File: src/rtl/utf8_to_bmp_decoder_unit_assert.svh
// ----------------------------------------------------------------------------
// UTF-8 to BMP decoder assertion macros
// Shared concurrent assertion helpers for the decoder RTL.
// ----------------------------------------------------------------------------
`ifndef UTF8_TO_BMP_DECODER_UNIT_ASSERT_SVH
`define UTF8_TO_BMP_DECODER_UNIT_ASSERT_SVH

// A property that must hold at every rising clock edge outside reset.
`define U2B_ASSERT(label, clk, rst_n, prop, msg) \
  label: assert property (@(posedge clk) disable iff (!(rst_n)) (prop)) else $error(msg);

// A condition that must never be seen at a rising clock edge outside reset.
`define U2B_ASSERT_NEVER(label, clk, rst_n, cond, msg) \
  `U2B_ASSERT(label, clk, rst_n, !(cond), msg)

`endif

File: src/rtl/u2b_pkg.sv
// ----------------------------------------------------------------------------
// UTF-8 to BMP decoder package
// Byte classes, decoder phases, status codes and the item and result types.
// ----------------------------------------------------------------------------
`timescale 1ns / 1ps
`default_nettype none

package u2b_pkg;

  // Class of one raw byte, decided in the front part.
  typedef enum logic [2:0] {
    CLS_ASCII = 3'd0,  // 0x00-0x7F
    CLS_CONT  = 3'd1,  // 0x80-0xBF
    CLS_LEAD2 = 3'd2,  // 0xC0-0xDF
    CLS_LEAD3 = 3'd3,  // 0xE0-0xEF
    CLS_BAD   = 3'd4   // 0xF0-0xFF
  } byte_cls_e;

  // Decoder phase held in the back part.
  typedef enum logic [2:0] {
    PH_IDLE    = 3'd0,
    PH_TWO_2   = 3'd1,
    PH_THREE_2 = 3'd2,
    PH_THREE_3 = 3'd3,
    PH_DISCARD = 3'd4
  } phase_e;

  // Result status codes.
  typedef enum logic [1:0] {
    ST_OK    = 2'd0,
    ST_LEAD  = 2'd1,
    ST_CONT  = 2'd2,
    ST_TRUNC = 2'd3
  } status_e;

  localparam int unsigned ByteW    = 8;
  localparam int unsigned CodeW    = 16;
  localparam int unsigned PartialW = 10;
  localparam int unsigned ContW    = 6;

  // One classified byte as it travels through the middle queue.
  typedef struct packed {
    byte_cls_e          cls;
    logic [ByteW-1:0]   data;
    logic               last;
  } item_t;

  // One decoded result as it waits in the output queue.
  typedef struct packed {
    logic [CodeW-1:0]   code_point;
    status_e            status;
    logic               ends_string;
  } result_t;

endpackage : u2b_pkg

`default_nettype wire

File: src/rtl/u2b_fifo.sv
// ----------------------------------------------------------------------------
// UTF-8 to BMP decoder queue
// Small register-based first-in first-out queue with full and empty flags.
// ----------------------------------------------------------------------------
`timescale 1ns / 1ps
`default_nettype none

module u2b_fifo #(
  parameter int unsigned Width = 8,
  parameter int unsigned Depth = 2
) (
  input  wire logic             clk_i,
  input  wire logic             rst_ni,
  input  wire logic             push_i,
  input  wire logic [Width-1:0] data_i,
  output logic                  full_o,
  input  wire logic             pop_i,
  output logic [Width-1:0]      data_o,
  output logic                  empty_o
);

  localparam int unsigned PtrW = (Depth > 1) ? $clog2(Depth) : 1;
  localparam int unsigned CntW = $clog2(Depth + 1);

  logic [Width-1:0] mem_q [Depth];
  logic [PtrW-1:0]  wptr_q, wptr_d;
  logic [PtrW-1:0]  rptr_q, rptr_d;
  logic [CntW-1:0]  cnt_q, cnt_d;
  logic             do_push, do_pop;

  // A transfer happens only where the flags allow it.
  assign do_push = push_i && !full_o;
  assign do_pop  = pop_i && !empty_o;

  assign full_o  = (cnt_q == CntW'(Depth));
  assign empty_o = (cnt_q == '0);
  assign data_o  = mem_q[rptr_q];

  // Pointer wrap and occupancy update.
  always_comb begin
    wptr_d = wptr_q;
    rptr_d = rptr_q;
    cnt_d  = cnt_q;
    if (do_push) begin
      wptr_d = (wptr_q == PtrW'(Depth - 1)) ? '0 : wptr_q + 1'b1;
    end
    if (do_pop) begin
      rptr_d = (rptr_q == PtrW'(Depth - 1)) ? '0 : rptr_q + 1'b1;
    end
    if (do_push && !do_pop) begin
      cnt_d = cnt_q + 1'b1;
    end else if (do_pop && !do_push) begin
      cnt_d = cnt_q - 1'b1;
    end
  end

  always_ff @(posedge clk_i or negedge rst_ni) begin
    if (!rst_ni) begin
      wptr_q <= '0;
      rptr_q <= '0;
      cnt_q  <= '0;
    end else begin
      wptr_q <= wptr_d;
      rptr_q <= rptr_d;
      cnt_q  <= cnt_d;
    end
  end

  // Storage needs no reset: an entry is read only after it was written.
  always_ff @(posedge clk_i) begin
    if (do_push) begin
      mem_q[wptr_q] <= data_i;
    end
  end

endmodule : u2b_fifo

`default_nettype wire

File: src/rtl/u2b_front.sv
// ----------------------------------------------------------------------------
// UTF-8 to BMP decoder front part
// Classifies each incoming byte by its leading bits before it is queued.
// ----------------------------------------------------------------------------
`timescale 1ns / 1ps
`default_nettype none

module u2b_front
  import u2b_pkg::*;
(
  input  wire logic [ByteW-1:0] input_byte_i,
  input  wire logic             string_end_i,
  output item_t                 item_o
);

  byte_cls_e cls;

  // The top bits alone decide the class of a byte.
  always_comb begin
    priority casez (input_byte_i[7:4])
      4'b0???: cls = CLS_ASCII;
      4'b10??: cls = CLS_CONT;
      4'b110?: cls = CLS_LEAD2;
      4'b1110: cls = CLS_LEAD3;
      default: cls = CLS_BAD;
    endcase
  end

  assign item_o.cls  = cls;
  assign item_o.data = input_byte_i;
  assign item_o.last = string_end_i;

endmodule : u2b_front

`default_nettype wire

File: src/rtl/u2b_back.sv
// ----------------------------------------------------------------------------
// UTF-8 to BMP decoder back part
// Runs the sequence state machine on classified bytes and forms the results.
// ----------------------------------------------------------------------------
`timescale 1ns / 1ps
`default_nettype none

module u2b_back
  import u2b_pkg::*;
(
  input  wire logic  clk_i,
  input  wire logic  rst_ni,
  input  wire logic  in_empty_i,
  input  wire item_t in_item_i,
  output logic       in_pop_o,
  input  wire logic  out_full_i,
  output logic       out_push_o,
  output result_t    out_result_o
);

  phase_e                phase_q, phase_d;
  logic [PartialW-1:0]   partial_q, partial_d;
  logic                  step;
  logic                  emit;
  logic [ContW-1:0]      cont_bits;
  logic                  is_cont;

  // A byte is taken only when the output queue has room, whether or not it yields a result.
  assign step      = !in_empty_i && !out_full_i;
  assign in_pop_o  = step;
  assign out_push_o = step && emit;

  assign cont_bits = in_item_i.data[ContW-1:0];
  assign is_cont   = (in_item_i.cls == CLS_CONT);

  always_ff @(posedge clk_i or negedge rst_ni) begin
    if (!rst_ni) begin
      phase_q   <= PH_IDLE;
      partial_q <= '0;
    end else if (step) begin
      phase_q   <= phase_d;
      partial_q <= partial_d;
    end
  end

  // Next phase, gathered bits and result for the byte at the queue head.
  always_comb begin
    phase_d      = phase_q;
    partial_d    = partial_q;
    emit         = 1'b0;
    out_result_o = '{code_point: '0, status: ST_OK, ends_string: 1'b1};
    unique case (phase_q)
      PH_IDLE: begin
        unique case (in_item_i.cls)
          CLS_ASCII: begin
            emit         = 1'b1;
            out_result_o = '{code_point: CodeW'(in_item_i.data), status: ST_OK,
                             ends_string: in_item_i.last};
          end
          CLS_LEAD2, CLS_LEAD3: begin
            if (in_item_i.last) begin
              emit                = 1'b1;
              out_result_o.status = ST_TRUNC;
              partial_d           = '0;
            end else if (in_item_i.cls == CLS_LEAD2) begin
              partial_d = PartialW'(in_item_i.data[4:0]);
              phase_d   = PH_TWO_2;
            end else begin
              partial_d = PartialW'(in_item_i.data[3:0]);
              phase_d   = PH_THREE_2;
            end
          end
          default: begin
            emit                = 1'b1;
            out_result_o.status = ST_LEAD;
            partial_d           = '0;
            phase_d             = in_item_i.last ? PH_IDLE : PH_DISCARD;
          end
        endcase
      end
      PH_TWO_2, PH_THREE_3: begin
        emit      = 1'b1;
        partial_d = '0;
        if (!is_cont) begin
          out_result_o.status = ST_CONT;
          phase_d             = in_item_i.last ? PH_IDLE : PH_DISCARD;
        end else begin
          phase_d      = PH_IDLE;
          out_result_o = '{code_point: {partial_q, cont_bits}, status: ST_OK,
                           ends_string: in_item_i.last};
        end
      end
      PH_THREE_2: begin
        if (!is_cont) begin
          emit                = 1'b1;
          out_result_o.status = ST_CONT;
          partial_d           = '0;
          phase_d             = in_item_i.last ? PH_IDLE : PH_DISCARD;
        end else if (in_item_i.last) begin
          emit                = 1'b1;
          out_result_o.status = ST_TRUNC;
          partial_d           = '0;
          phase_d             = PH_IDLE;
        end else begin
          partial_d = {partial_q[3:0], cont_bits};
          phase_d   = PH_THREE_3;
        end
      end
      default: begin
        // Discarding up to the end of the string, unused codes included.
        if (in_item_i.last) begin
          phase_d   = PH_IDLE;
          partial_d = '0;
        end
      end
    endcase
  end

endmodule : u2b_back

`default_nettype wire

File: src/rtl/utf8_to_bmp_decoder_unit.sv
// ----------------------------------------------------------------------------
// UTF-8 to BMP decoder unit
// Decodes a UTF-8 byte stream into 16-bit code points with error reporting.
// ----------------------------------------------------------------------------
// Channel  | Handshake         | Payload
// bytes    | push, full        | input_byte_i[7:0], string_end_i
// results  | pop, empty        | code_point_o[15:0], status_o[1:0], ends_string_o
//
// One byte is taken every cycle while full is low; the decode step is one state update per byte.
// A byte passes the middle queue and then the output queue before its result is
// on the result ports, where it can be taken while empty is low.
// Reset clears both queues and returns the decoder to the idle phase.
// full rises when the middle queue holds MidDepth bytes; for MidDepth above one this needs the back
// part to have been blocked by a full output queue, so only after pop was low.
`timescale 1ns / 1ps
`default_nettype none

`include "utf8_to_bmp_decoder_unit_assert.svh"

module utf8_to_bmp_decoder_unit
  import u2b_pkg::*;
#(
  parameter int unsigned MidDepth = 2,
  parameter int unsigned OutDepth = 2
) (
  input  wire logic              clk_i,
  input  wire logic              rst_ni,
  input  wire logic              push,
  output logic                   full,
  input  wire logic [ByteW-1:0]  input_byte_i,
  input  wire logic              string_end_i,
  output logic                   empty,
  input  wire logic              pop,
  output logic [CodeW-1:0]       code_point_o,
  output logic [1:0]             status_o,
  output logic                   ends_string_o
);

  item_t   front_item, mid_item;
  logic    mid_empty, mid_pop;
  logic    out_full, out_push;
  result_t back_result, out_result;

  // Front part: classify the incoming byte.
  u2b_front u_front (
    .input_byte_i (input_byte_i),
    .string_end_i (string_end_i),
    .item_o       (front_item)
  );

  // Queue between the front and the back part.
  u2b_fifo #(
    .Width ($bits(item_t)),
    .Depth (MidDepth)
  ) u_mid_fifo (
    .clk_i   (clk_i),
    .rst_ni  (rst_ni),
    .push_i  (push),
    .data_i  (front_item),
    .full_o  (full),
    .pop_i   (mid_pop),
    .data_o  (mid_item),
    .empty_o (mid_empty)
  );

  // Back part: sequence decoding.
  u2b_back u_back (
    .clk_i        (clk_i),
    .rst_ni       (rst_ni),
    .in_empty_i   (mid_empty),
    .in_item_i    (mid_item),
    .in_pop_o     (mid_pop),
    .out_full_i   (out_full),
    .out_push_o   (out_push),
    .out_result_o (back_result)
  );

  // Output queue holding finished results.
  u2b_fifo #(
    .Width ($bits(result_t)),
    .Depth (OutDepth)
  ) u_out_fifo (
    .clk_i   (clk_i),
    .rst_ni  (rst_ni),
    .push_i  (out_push),
    .data_i  (back_result),
    .full_o  (out_full),
    .pop_i   (pop),
    .data_o  (out_result),
    .empty_o (empty)
  );

  assign code_point_o  = out_result.code_point;
  assign status_o      = out_result.status;
  assign ends_string_o = out_result.ends_string;

  // Error results carry a zero code point and always close the string.
  `U2B_ASSERT(a_err_result, clk_i, rst_ni, (!empty && status_o != ST_OK) |-> (ends_string_o && code_point_o == '0), "error result malformed")
  // The back part must never write a result into a full output queue.
  `U2B_ASSERT_NEVER(a_out_overflow, clk_i, rst_ni, out_push && out_full, "output queue overflow")
  // The back part must only take bytes that are present.
  `U2B_ASSERT_NEVER(a_mid_underflow, clk_i, rst_ni, mid_pop && mid_empty, "middle queue underflow")

endmodule : utf8_to_bmp_decoder_unit

`default_nettype wire
File: config.mk
export PLATFORM = sky130hd
export DESIGN_NAME = utf8_to_bmp_decoder_unit
export DESIGN_NICKNAME = d
export VERILOG_FILES = /design/src/rtl/u2b_pkg.sv /design/src/rtl/u2b_fifo.sv /design/src/rtl/u2b_front.sv /design/src/rtl/u2b_back.sv /design/src/rtl/utf8_to_bmp_decoder_unit.sv
export VERILOG_INCLUDE_DIRS = /design/src /design/src/rtl
export SDC_FILE = /design/constraint.sdc
export NUM_CORES = 1
export LEC_CHECK = 0
export BUFFER_PORTS_ARGS = -buffer_cell sky130_fd_sc_hd__buf_2
export CAP_MARGIN = 30
export CORE_MARGIN = 2
export CORE_UTILIZATION = 28
export CTS_BUF_LIST = sky130_fd_sc_hd__clkbuf_8
export CTS_CLUSTER_DIAMETER = 120
export DETAILED_ROUTE_END_ITERATION = 10
export HOLD_SLACK_MARGIN = 0.15
export PLACE_DENSITY = 0.42
export SLEW_MARGIN = 15
export SYNTH_ARGS = -nofsm -noshare
export SYNTH_HDL_FRONTEND = slang
export SYNTH_SLANG_ARGS = --single-unit
File: constraint.sdc
create_clock -name clk_i -period 5.45 [get_ports clk_i]
set_input_delay 0.545 -clock clk_i [delete_from_list [all_inputs] [get_ports clk_i]]
set_output_delay 0.545 -clock clk_i [all_outputs]
set_load 0.02 [all_outputs]
Yosys cells after proc, flatten, opt, wreduce, memory -nomap -nowiden
Memory sizes are Yosys's and may differ from the RTL's.
Cells that the tools add are included.
Widths: inputs -> output; s select.
{"block": "word_totals", "ff_bits": 21, "latchBits": 0, "ramBits": 62, "mem_bits_ro": 0, "in_bits": 13, "out_inout_bits": 21, "elab_cells": 105, "n_memories": 2}
{"name": "u_out_fifo.mem_q", "depth": 2, "width": 19, "rd": 1, "rd_ports_with_merged_regs": 0, "wr": 1, "line_no": "u2b_fifo.sv:25", "rtl": "logic [Width-1:0] mem_q [Depth];"}
{"name": "u_mid_fifo.mem_q", "depth": 2, "width": 12, "rd": 1, "rd_ports_with_merged_regs": 0, "wr": 1, "line_no": "u2b_fifo.sv:25"}
{"block": "op_classes", "add_sub_neg": 8, "multipliers": 0, "n_div": 0, "n_lt_le_gt_ge": 0, "eq_ne": 13, "n_shift": 0, "mux": 44, "bitwise_logic": 1, "reduce_logical": 29}
{"cell": "$mux 10", "count": 4}
{"cell": "$pmux 16 s2", "count": 1}
{"cell": "$pmux 10 s3", "count": 1}
{"cell": "$pmux 10 s2", "count": 1}
{"cell": "$mux 2", "count": 9}
{"cell": "$mux 16", "count": 1}
{"cell": "$mux 3", "count": 5}
{"cell": "$mux 1", "count": 13}
{"cell": "$eq 3x2->1 const B", "count": 4}
{"cell": "$pmux 3 s4", "count": 1}
{"cell": "$logic_and 1x1->1", "count": 10}
{"cell": "$pmux 3 s3", "count": 1}
{"cell": "$logic_not 1->1", "count": 8}
{"cell": "$mux 8", "count": 1}
{"cell": "$eq 2x2->1 const B", "count": 3}
{"cell": "$eq 3x1->1 const B", "count": 2}
{"cell": "$logic_not 3->1", "count": 2}
{"cell": "$pmux 2 s3", "count": 1}
{"cell": "$pmux 3 s2", "count": 1}
{"cell": "$mux 5", "count": 1}
{"cell": "$add 1x1->1 const B", "count": 4}
{"cell": "$add 2x1->2 const B", "count": 2}
{"cell": "$eq 4x4->1 const B", "count": 1}
{"cell": "$logic_not 2->1", "count": 2}
{"cell": "13 further kinds", "count": 16}

Logic depth before layout (Yosys ltp)
An unclocked memory read counts as a cell.
{"block": "logic_depth", "ltp_word": 11, "ltp_mapped": 10}

Hierarchy
A second synthesis with hierarchy kept.
{"block": "hier_totals", "cells_unflattened": 253, "area_unflattened_um2": 3653.5}
{"module": "u2b_fifo (u_out_fifo)", "instances": 1, "cells_per_inst": 78, "area_each_um2": 1566.5}
{"module": "u2b_fifo (u_mid_fifo)", "instances": 1, "cells_per_inst": 56, "area_each_um2": 1099.8}
{"module": "u2b_back", "instances": 1, "cells_per_inst": 104, "area_each_um2": 889.6}
{"module": "u2b_front", "instances": 1, "cells_per_inst": 15, "area_each_um2": 97.6}

Worst setup path before layout
No wires, ideal clock.
{"block": "synth_path", "path_kind": "register to register", "from": "register u_mid_fifo.rptr_q", "to": "memory u_out_fifo.mem_q[1][0] (netlist name), enable pin", "setup_time_ns": 0.444, "arrival_ns": 3.136, "path_slack_ns": 1.870, "stages_incl_launch_ff": 7, "n_path_buf": 2, "cell_sequence": "dfrtp_1 -> buf_6 -> clkbuf_1 -> nor4b_1 -> a211oi_1 -> a211oi_2 -> nor4_1"}
{"block": "synth_between", "elab_chain_cells": 9, "word_cells_on_any_way": 13}
{"item": "from (decl)", "line_no": "u2b_fifo.sv:27", "rtl": "logic [PtrW-1:0] rptr_q, rptr_d;"}
{"item": "from (signal assigned)", "line_no": "u2b_fifo.sv:64", "rtl": "rptr_q <= rptr_d;"}
{"item": "$mem_v2 2x12 *"}
{"item": "$eq 3x2->1", "line_no": "u2b_back.sv:54", "rtl": "unique case (in_item_i.cls)"}
{"item": "$reduce_or 2->1", "line_no": "u2b_back.sv:54"}
{"item": "$mux 1", "line_no": "u2b_back.sv:54"}
{"item": "$pmux 1 s3 *", "line_no": "u2b_back.sv:52", "rtl": "unique case (phase_q)"}
{"item": "$logic_and 1x1->1 *", "line_no": "u2b_back.sv:31", "rtl": "assign out_push_o = step && emit;"}
{"item": "$logic_and 1x1->1 *", "line_no": "u2b_fifo.sv:32", "rtl": "assign do_push = push_i && !full_o;"}
{"item": "$mux 1 *", "line_no": "u2b_fifo.sv:71", "rtl": "if (do_push) begin"}
{"item": "$mux 1 (not written as such) *", "line_no": "u2b_fifo.sv:72", "rtl": "mem_q[wptr_q] <= data_i;"}
{"item": "to (decl)", "line_no": "u2b_fifo.sv:25"}
Mark *: on every way between the ends. The rest lies on a longest branch, timed or not.

Final worst setup path
{"block": "layout_path", "from": "register u_mid_fifo.rptr_q", "to": "register u_out_fifo.cnt_q[1]"}
{"block": "layout_between", "elab_chain_cells": 10, "word_cells_on_any_way": 16}
{"item": "$mem_v2 2x12 *"}
{"item": "$eq 3x2->1", "line_no": "u2b_back.sv:54"}
{"item": "$reduce_or 2->1", "line_no": "u2b_back.sv:54"}
{"item": "$mux 1", "line_no": "u2b_back.sv:54"}
{"item": "$pmux 1 s3 *", "line_no": "u2b_back.sv:52"}
{"item": "$logic_and 1x1->1 *", "line_no": "u2b_back.sv:31"}
{"item": "$logic_and 1x1->1 *", "line_no": "u2b_fifo.sv:32"}
{"item": "via u_out_fifo.do_push", "line_no": "u2b_fifo.sv:29", "rtl": "logic do_push, do_pop;"}
{"item": "$logic_not 1->1", "line_no": "u2b_fifo.sv:52", "rtl": "end else if (do_pop && !do_push) begin"}
{"item": "$logic_and 1x1->1", "line_no": "u2b_fifo.sv:52"}
{"item": "$reduce_bool 2->1 (no source line)"}
{"item": "to (signal assigned)", "line_no": "u2b_fifo.sv:65", "rtl": "cnt_q <= cnt_d;"}
{"item": "to (decl)", "line_no": "u2b_fifo.sv:28", "rtl": "logic [CntW-1:0] cnt_q, cnt_d;"}
Mark *: on every way through the listed nets, which the timed path passes. The rest lies on a longest branch.
A chain may end at the register's enable or synchronous reset.

==> results.sh <==
export IMPL_outcome="finished, final reports clean"
export IMPL_vias_per_cell=4.505
export IMPL_clk_pin_slew_ns=0.08
export IMPL_core_area_mm2=0.01272
export IMPL_slew_violations=0
export IMPL_grt_pass1_wl_um=12090
export IMPL_min_period_ns=2.811
export IMPL_p_leak_nw=1.578
export IMPL_synth_nets=280
export IMPL_hold_ws_ns=0.1508
export IMPL_synth_distinct_cells=45
export IMPL_synth_main_ff_cell="edfxtp_1"
export IMPL_syn_area_mm2=0.003689
export IMPL_yosys_area_top_type="edfxtp_1"
export IMPL_antenna_found_initial=0
export IMPL_cts_resized=0
export IMPL_synth_edf_count=62
export IMPL_hold_class="input port to asynchronous set/reset pin"
export IMPL_clkLatencyLatePin_ns=0.35
export IMPL_path_class="register to register"
export IMPL_fin_worst_skew_ns=0.007786
export IMPL_drtPass1Iterations=6
export IMPL_crit_path_start="u_mid_fifo.rptr_q"
export IMPL_start_util=0.2899
export IMPL_max_clock_freq_ghz=0.3557
export IMPL_nNetsFinal=317
export IMPL_synthTopCellsByArea="edfxtp_1 (50%), dfrtp_1 (14%), mux2_2 (6.4%)"
export IMPL_finalSetupTns_ns=0
export IMPL_die_area_mm2=0.01411
export IMPL_setup_worst_path_end_class="register"
export IMPL_final_period_utilization=0.5158
export IMPL_worst_setup_path_start_kind="register"
export IMPL_powerDensity_mw_per_mm2=581.0
export IMPL_drc=0
export IMPL_relSlewSlack=0.4447
export IMPL_die_height_um=118.8
export IMPL_synth_cells=265
export IMPL_worstMarginPinSlew_ns=0.8329
export IMPL_cts_buffers=9
export IMPL_postSynthAreaPerCell_um2=13.92
export IMPL_r2r_cells=9
export IMPL_hold_violations=0
export IMPL_io_buffers=33
export IMPL_drtIter0Drc=121
export IMPL_htreeDepth=3
export IMPL_post_synth_top_count_cell="edfxtp_1"
export IMPL_dieWidth_um=118.8
export IMPL_timing_rr_start="u_mid_fifo.rptr_q"
export IMPL_cp_max_fo=16
export IMPL_synth_warnings=0
export IMPL_grt_pass1_vias=2273
export IMPL_dp_hpwl_um=5270
export IMPL_drive_gt1_frac=0.2671
export IMPL_clock_sinks=83
export IMPL_rsz0062_at_grt="false"
export IMPL_dr_total_vias=2158
export IMPL_drv_cap=0
export IMPL_cts_root_buf="clkbuf_8"
export IMPL_routabilityCongestion=0.7852
export IMPL_grt_max_degree=28
export IMPL_post_cts_buffers=0
export IMPL_r2r_end="u_out_fifo.cnt_q[1]"
export IMPL_vdd_drop_max_v=0.0001870
export IMPL_grt_util_all_layers=0.1126
export IMPL_drtAntennaViolNets=0
export IMPL_drt_total_wl_um=7361
export IMPL_cts_tree="built"
export IMPL_cts_path_max_buffers=2
export IMPL_required_ns=5.72
export IMPL_ys_ff_latch=83
export IMPL_synth_seq_area_share=0.6472
export IMPL_rows=41
export IMPL_gr_total_overflow=0
export IMPL_reg2reg_slack_ns=2.64
export IMPL_synth_common_cells="edfxtp_1 (62), dfrtp_1 (21), mux2_2 (21)"
export IMPL_finalSetupViolCount=0
export IMPL_worstPathArrival_ns=3.08
export IMPL_synthArstFlopShare=0.2530
export IMPL_syn2layout_area_growth_pct=15.06
export IMPL_n_antenna_cell=0
export IMPL_synth_top_area_share=0.5047
export IMPL_wire_per_inst_um=15.37
export IMPL_ios=34
export IMPL_cts_hold_buf=0
[state kept, by name, indices dropped and copies added, names as in the netlist]
signal / cells
u_out_fifo.mem_q: 38
u_mid_fifo.mem_q: 24
u_back.partial_q: 10
u_back.phase_q: 3
u_mid_fifo.cnt_q: 2
u_out_fifo.cnt_q: 2
u_mid_fifo.rptr_q: 1
u_mid_fifo.wptr_q: 1
u_out_fifo.rptr_q: 1
u_out_fifo.wptr_q: 1
[worst max-delay path, cell delays in order, from the launching register on]
cell	delay, ns
dfrtp_1	0.56
buf_8	0.25
or4b_4	0.60
a21o_1	0.23
a211oi_2	0.36
nor3_1	0.14
ha_1	0.22
xor2_1	0.14
nor2_1	0.12
xnor2_1	0.13
[per-stage QoR]
| stage | cell area (um^2) | total power [mW] | cells | utilization | worst slack [ns] |
|---|---|---|---|---|---|
| 4_1_cts | 4214 | 2.490 | 477 | 0.3312 | 2.473 |
| 2_1_floorplan | 3689 | 1.788 | 265 | - | 1.870 |
| 6_report | 4244 | 2.466 | 479 | 0.3336 | 2.639 |
| 3_5_place_dp | 4035 | 2.085 | 461 | 0.3172 | 2.470 |
| 5_1_grt | 4244 | 2.637 | 479 | 0.3336 | 2.514 |
| 3_3_place_gp | 4028 | 2.081 | 460 | 0.3166 | 2.581 |
[cell usage in the layout, fill, tap and decap left out, drive strengths merged, types with 3 or more instances in the layout]
| master | count |
|---|---|
| a21oi | 7 |
| and2 | 8 |
| buf | 38 |
| clkbuf | 11 |
| clkinv | 4 |
| dfrtp | 21 |
| edfxtp | 62 |
| inv | 14 |
| mux2 | 22 |
| mux2i | 19 |
| nand2 | 11 |
| nand2b | 5 |
| nand3 | 4 |
| nand3b | 4 |
| nand4b | 3 |
| nor2 | 17 |
| nor3 | 6 |
| o211ai | 3 |
| o21ai | 7 |
| o2bb2ai | 3 |
| xnor2 | 6 |
| xor2 | 3 |
[cells by family (layout without fill, tap and decap cells)]
group / count (synthesis) / in the layout / synth area share
adders and majority gates: 2 / 2 / 0.006783
and+or+nand+nor: 73 / 73 / 0.1106
xor gates and xnor gates: 9 / 9 / 0.02137
buffers and inverters: 26 / 68 / 0.03121
AOI/OAI and AO/OA: 31 / 31 / 0.06411
DFF: 83 / 83 / 0.6472
muxes: 41 / 41 / 0.1187
[cell type report]
| type | instances | area (um^2) |
|---|---|---|
| fill | 1327 | 8478 |
| sequential | 83 | 2387 |
| clock buffer | 11 | 151.4 |
| clock inverter | 5 | 27.53 |
| inverter | 14 | 52.55 |
| multi-input combinational | 156 | 1192 |
| tap | 172 | 215.2 |
| timing repair buffer | 38 | 217.7 |
[worst max path at each step]
stage | endpoint | slack (ns)
2_1_floorplan | u_out_fifo.mem_q[1][0] | 1.87
3_3_place_gp | u_out_fifo.cnt_q[1] | 2.58
3_5_place_dp | u_out_fifo.cnt_q[1] | 2.47
4_1_cts | u_out_fifo.cnt_q[1] | 2.47
5_1_grt | u_out_fifo.cnt_q[1] | 2.51
6_report | u_out_fifo.cnt_q[1] | 2.64
[report_power, final]
part	internal, mW	switching [mW]
clock	0.187	0.209
sequential	0.932	0.129
combinational	0.408	0.601
total	1.53	0.939
[routing by layer]
| layer | share of wire | wire length [um] | GRT usage | vias to the layer above |
|---|---|---|---|---|
| li1 | - | - | - | 1054 |
| met1 | 0.47 | 3451 | 0.1429 | 1063 |
| met2 | 0.49 | 3595 | 0.1861 | 35 |
| met3 | 0.034 | 249 | 0.03234 | 6 |
| met4 | 0.0088 | 65 | 0.03348 | 0 |
| met5 | 0 | 0 | 0 | - |
(Power assumes the default switching activity.)
